[src/rtl/core/bfha_pkg.sv]
// shared types and constants of the best-fit heap allocator
// no dependencies
package bfha_pkg;

  localparam int MAX_BLOCKS = 64;
  localparam int IDX_W      = $clog2(MAX_BLOCKS);
  localparam int CNT_W      = IDX_W + 1;
  localparam int ADDR_W     = 32;
  localparam int LEN_W      = 24;
  localparam int NEED_W     = 25;
  localparam int FREE_W     = 25;
  localparam int HINT_W     = 26;

  localparam logic [ADDR_W-1:0] HDR_BYTES = 32'h10;
  localparam logic [NEED_W-1:0] ROUND_ADD = 25'h17;
  localparam logic [LEN_W-1:0]  SPLIT_MIN = 24'h11;
  localparam logic [LEN_W-1:0]  LEN_MAX   = 24'hFFFFFF;

  localparam logic [ADDR_W-1:0] R0_BASE_RST = 32'h8025D800;
  localparam logic [ADDR_W-1:0] R0_END_RST  = 32'h802EA000;
  localparam logic [ADDR_W-1:0] R1_BASE_RST = 32'h80600000;
  localparam logic [ADDR_W-1:0] R1_END_RST  = 32'h80800000;

  localparam logic [2:0] REQ_ALLOC  = 3'd0;
  localparam logic [2:0] REQ_FREE   = 3'd1;
  localparam logic [2:0] REQ_RESCAN = 3'd2;
  localparam logic [2:0] REQ_INIT   = 3'd3;

  localparam logic [1:0] ST_OK    = 2'd0;
  localparam logic [1:0] ST_NOFIT = 2'd1;
  localparam logic [1:0] ST_NULL  = 2'd2;

  localparam logic [2:0] CFG_R0_BASE = 3'd0;
  localparam logic [2:0] CFG_R0_END  = 3'd1;
  localparam logic [2:0] CFG_R1_EN   = 3'd2;
  localparam logic [2:0] CFG_R1_BASE = 3'd3;
  localparam logic [2:0] CFG_R1_END  = 3'd4;

  typedef logic [IDX_W-1:0] idx_t;

  typedef struct packed {
    logic              start_we;
    idx_t              start_addr;
    logic [ADDR_W-1:0] start_data;
    logic              len_we;
    idx_t              len_addr;
    logic [LEN_W-1:0]  len_data;
    logic              used_we;
    idx_t              used_addr;
    logic              used_data;
    logic              next_we;
    idx_t              next_addr;
    idx_t              next_data;
    logic              prev_we;
    idx_t              prev_addr;
    idx_t              prev_data;
    logic              set_valid;
    idx_t              set_idx;
    logic              clr_valid;
    idx_t              clr_idx;
    logic              clear_all;
    idx_t              rd_addr;
  } tbl_ctl_t;

  typedef struct packed {
    logic              valid;
    logic [ADDR_W-1:0] start;
    logic [LEN_W-1:0]  len;
    logic              used;
    idx_t              next;
    idx_t              prev;
  } tbl_rd_t;

endpackage

[src/rtl/core/bfha_table.sv]
// block table: field memories with one write and one registered read each,
// entry valid flops and lowest free slot pick; uses bfha_pkg
module bfha_table (
  input  logic              clk,
  input  logic              rst,
  input  bfha_pkg::tbl_ctl_t ctl,
  output bfha_pkg::tbl_rd_t  rd,
  output bfha_pkg::idx_t     slot,
  output logic              slot_ok
);
  import bfha_pkg::*;

  logic [ADDR_W-1:0] start_mem [MAX_BLOCKS];
  logic [LEN_W-1:0]  len_mem   [MAX_BLOCKS];
  logic              used_mem  [MAX_BLOCKS];
  idx_t              next_mem  [MAX_BLOCKS];
  idx_t              prev_mem  [MAX_BLOCKS];
  logic [MAX_BLOCKS-1:0] valid;
  logic [MAX_BLOCKS-1:0] valid_next;

  always_ff @(posedge clk) begin
    if (ctl.start_we) start_mem[ctl.start_addr] <= ctl.start_data;
    if (ctl.len_we)   len_mem[ctl.len_addr]     <= ctl.len_data;
    if (ctl.used_we)  used_mem[ctl.used_addr]   <= ctl.used_data;
    if (ctl.next_we)  next_mem[ctl.next_addr]   <= ctl.next_data;
    if (ctl.prev_we)  prev_mem[ctl.prev_addr]   <= ctl.prev_data;
    rd.start <= start_mem[ctl.rd_addr];
    rd.len   <= len_mem[ctl.rd_addr];
    rd.used  <= used_mem[ctl.rd_addr];
    rd.next  <= next_mem[ctl.rd_addr];
    rd.prev  <= prev_mem[ctl.rd_addr];
    rd.valid <= valid[ctl.rd_addr];
  end

  always_comb begin
    valid_next = ctl.clear_all ? '0 : valid;
    if (ctl.clr_valid) valid_next[ctl.clr_idx] = 1'b0;
    if (ctl.set_valid) valid_next[ctl.set_idx] = 1'b1;
  end

  always_ff @(posedge clk) begin
    if (rst) begin
      valid <= '0;
    end else begin
      valid <= valid_next;
    end
  end

  always_comb begin
    slot = '0;
    for (int i = MAX_BLOCKS - 1; i >= 0; i--) begin
      if (!valid[i]) slot = IDX_W'(i);
    end
    slot_ok = ~&valid;
  end

endmodule

[config.mk]
export PLATFORM = sky130hd
export DESIGN_NAME = bfha_table
export DESIGN_NICKNAME = d
export VERILOG_FILES = /design/src/rtl/core/bfha_pkg.sv /design/src/rtl/core/bfha_table.sv
export SDC_FILE = /design/constraint.sdc
export NUM_CORES = 2
export LEC_CHECK = 0
export ABC_AREA = 1
export ABC_CLOCK_PERIOD_IN_PS = 4200
export BUFFER_PORTS_ARGS = -buffer_cell sky130_fd_sc_hd__buf_4
export CORE_ASPECT_RATIO = 1.5
export CORE_UTILIZATION = 25
export DETAILED_ROUTE_END_ITERATION = 10
export HOLD_SLACK_MARGIN = 0.05
export SLEW_MARGIN = 20
export SYNTH_ARGS = -nofsm -noshare
export SYNTH_HDL_FRONTEND = slang
export SYNTH_MEMORY_MAX_BITS = 65536
export SYNTH_SLANG_ARGS = --single-unit
[constraint.sdc]
create_clock -name clk -period 4.2 [get_ports clk]
set_input_delay 0.42 -clock clk [delete_from_list [all_inputs] [get_ports clk]]
set_output_delay 0.42 -clock clk [all_outputs]
set_load 0.005 [all_outputs]
==> results.md <==
* Hold Fails Final Rpt at 0
* Via density at 5.03
* First-pass GRT wire length at approximately 800000 um
* Standard-cell rows at ~380
* Most common cell on crit path: nand2_1
* # port buffers at between 200 and 250
* CP Launch Type: register
* Core area at about 0.7 mm2
* WP data arrival at around 5.3 ns
* Clock root buffer: clkbuf_16
* Violated checks: negative setup slack
* Hold Crit Class: in -> reg
* Vias in the first global route at about 120k
* Drt total wl at about 580000 um
* Fin crit period at ~5.8 ns
* Area delta synth->final at 18.1%
* Die Ht at around 1000 um
* Chip Width at just under 700 um
* Largest cells by area after synthesis: edfxtp_1 75%, o21ai_0 8.1%, nor2_1 7.1%, o22ai_1 4.9%, clkbuf_1 2.1%
* Clock share of power at 0.411
* Netlist Area Pre-Place at between 0.15 and 0.2 mm2
* Largest net degree at the start of global routing at 164
* Final Skew at ~0.085 ns
* Total grt overflow at 0
* Nets at ~14000
* # setup viols final at 2
* Final WS setup at -1.56 ns
* Clock buffer count from CTS at around 440
* CP endpoint kind: primary output
* Worst slack, placed at -0.386 ns
* Clk_lat worst skew at roughly 1.0 ns
* Post-synth top area share at 0.745
* Max-cap violations at 0
* Postcts setup bufs at 0
* Crit Path Class: reg -> out
* Initial antenna violation count at 67
* Post-detail-place hpwl at about 350000 um
* Clock sink count at approximately 4600
* CTS max path bufs at 4
* Sum of negative setup slack at -2.10 ns
* FF+latch count, synth at 4550
* Syn avg cell area at between 10 and 15 um2
* CTS tree: built
* Max stage delay on crit path at around 0.33 ns
* Core Util, Final at 0.296
* Int Power at 73.8 mW
* Final GP Congestion at about 0.83
* Slew Limit Fails at 0
* Fmax at roughly 0.17 GHz
* Syn Inst Count at about 14000
* Status: complete, but fails checks
* Worst path required time at 3.78 ns
* Worst-case vdd ir drop at between 0.0003 and 0.0004 V
* Sequential element share of the synthesized area at 0.760
* Layout cell share with drive strength beyond 1 at 0.106
* Worst Tran Pin Value at between 1 and 1.5 ns
* Switch Pwr at roughly 22 mW
* Seq pwr share at 0.524
* Netlist cell types at 23
* Antenna Violating Nets Remaining at 0
* Initial Util at 0.251
* PwrDens at 457 mW/mm2
* Clk pin slew, worst setup/hold paths at about 0.07 ns
* Drt wl/cell at about 24 um
* Yosys top cell by area: edfxtp_1
* Total Routing Usage GR at 0.155
* Post-Syn Nets at around 14000
* Leak Pwr at ~64 nW
* DRC at 0
* Initial DRT Pass Iterations at 6
* Sw frac at 0.233
* # IOs at just over 200
* Comb power frac at 0.065
* Iter 0 DRT Violations at ~13000
* Overall power at between 90 and 100 mW
* Slowest-stage cell, CP: dfxtp_2
* RSZ-0062 raised after global routing: true
* Die area at 0.715 mm2
* Syn. warnings at 0
* Crit share post-route at 1.37
* Htree depth at 5
* Slew margin rel. at 0.177
* Vias at around 120k
* Critical Path Fanout Max at 2
==> per-stage QoR <==
stage          instance area [um2]  hold slack (ns)  std cells
2_1_floorplan               178000            0.484      13800
3_3_place_gp                194000            0.514      22900
3_5_place_dp                194000            0.523      22900
4_1_cts                     210000           0.0531      23800
5_1_grt                     210000            0.136      23800
6_report                    210000            0.171      23800
==> layer usage <==
| metal | up-vias | GRT usage | routed length (um) |
|---|---|---|---|
| li1 | 52300 | - | - |
| met1 | 60600 | 0.176 | 209000 |
| met2 | 5412 | 0.277 | 295000 |
| met3 | 1493 | 0.0224 | 39600 |
| met4 | 22 | 0.0856 | 36500 |
| met5 | - | 0 | 146 |
==> final timing paths <==
kind	from	to	slack [ns]	depth (start not counted)
setup reg to reg	len_mem[30][14]	rd[27]	1.91	9
hold reg to reg	valid[12]	valid[12]	0.53	2
setup / recovery	valid[63]	slot[0]	-1.56	64
hold / removal	ctl[124]	start_mem[56][4]	0.17	4
==> cell type report <==
cell class	count	area, um2
multi-input cells	8156	39600
flip-flops and latches	4550	135000
well taps	9334	11700
clock buffers	559	11800
diodes	15	37.5
inverters	67	289
repair buffers	893	8870
fillers	71000	499000
clock inverters	262	2630
==> synth_stat cells, drive strengths merged <==
cell,instances
clkbuf,974
o32ai,75
nand2,176
inv,65
nor2,3371
o21ai,2871
nor3,15
clkinv,2
o22ai,1393
o211ai,64
a31oi,3
edfxtp,4416
o31ai,1
nor4,18
o311ai,1
nand3,46
nand4,50
a21oi,70
buf,28
a21boi,2
dfxtp,134
==> power groups by stage <==
| stage | clock (mW) | sequential, mW | combinational [mW] |
|---|---|---|---|
| detailed placement | 0 | 51.4 | 6.13 |
| floorplan | 0 | 51.2 | 2.88 |
| global route | 41.7 | 50.4 | 6.72 |
| CTS | 40.0 | 50.4 | 6.29 |
| finish | 39.5 | 50.4 | 6.26 |
| global placement | 0 | 51.4 | 6.04 |
==> layout by cell type (no fill, tap or decap), types with 16 or more instances in the layout <==
master | synthesis | routed
nand4_1 | 50 | 50
nor2_2 | 0 | 16
o211ai_1 | 64 | 64
clkinv_2 | 0 | 66
nand2_1 | 176 | 173
clkinv_16 | 0 | 19
buf_12 | 0 | 142
buf_4 | 0 | 609
o21ai_0 | 2871 | 2870
o22ai_1 | 1393 | 1389
bufinv_16 | 0 | 32
nor2_1 | 3371 | 3243
a21oi_1 | 69 | 69
edfxtp_1 | 4416 | 4416
nand3_1 | 46 | 46
o32ai_1 | 75 | 75
nor2_4 | 0 | 112
clkbuf_1 | 974 | 94
clkbuf_8 | 0 | 22
clkinvlp_4 | 0 | 16
dlygate4sd3_1 | 0 | 136
clkbuf_16 | 0 | 444
inv_1 | 63 | 58
dfxtp_1 | 134 | 132
clkinv_1 | 2 | 108
==> worst max-delay path, delay by kind of cell (launching register included) <==
kind,cells,cell delay (ns)
buf+inv,2,0.17
flops,1,0.33
compound gates,1,0.15
simple gates,61,3.65
==> repair_timing <==
action	CTS	global route
hold buffers	136	0
endpoints found under the hold margin	4578	0
pin swaps	0	1
resized for setup	1	5
gates cloned	0	0
endpoints found under the setup margin	2	3
==> sequential cells by signal, summed over array words and instances, names as in the netlist <==
register and flops:
len_mem 1536, used_mem 64, start_mem 2048, prev_mem 384, valid 64, next_mem 384, rd 70
==> cell families (layout without fill, tap and decap cells) <==
kind of cell / count (synthesis) / count (layout) / synth area share
flops: 4550 / 4550 / 0.760
compound gates: 4480 / 4480 / 0.138
simple gates: 3676 / 3676 / 0.0789
buf+inv: 1069 / 1781 / 0.0225
other cells: 0 / 15 / 0
No activity file was read; power rests on OpenSTA's default activity.
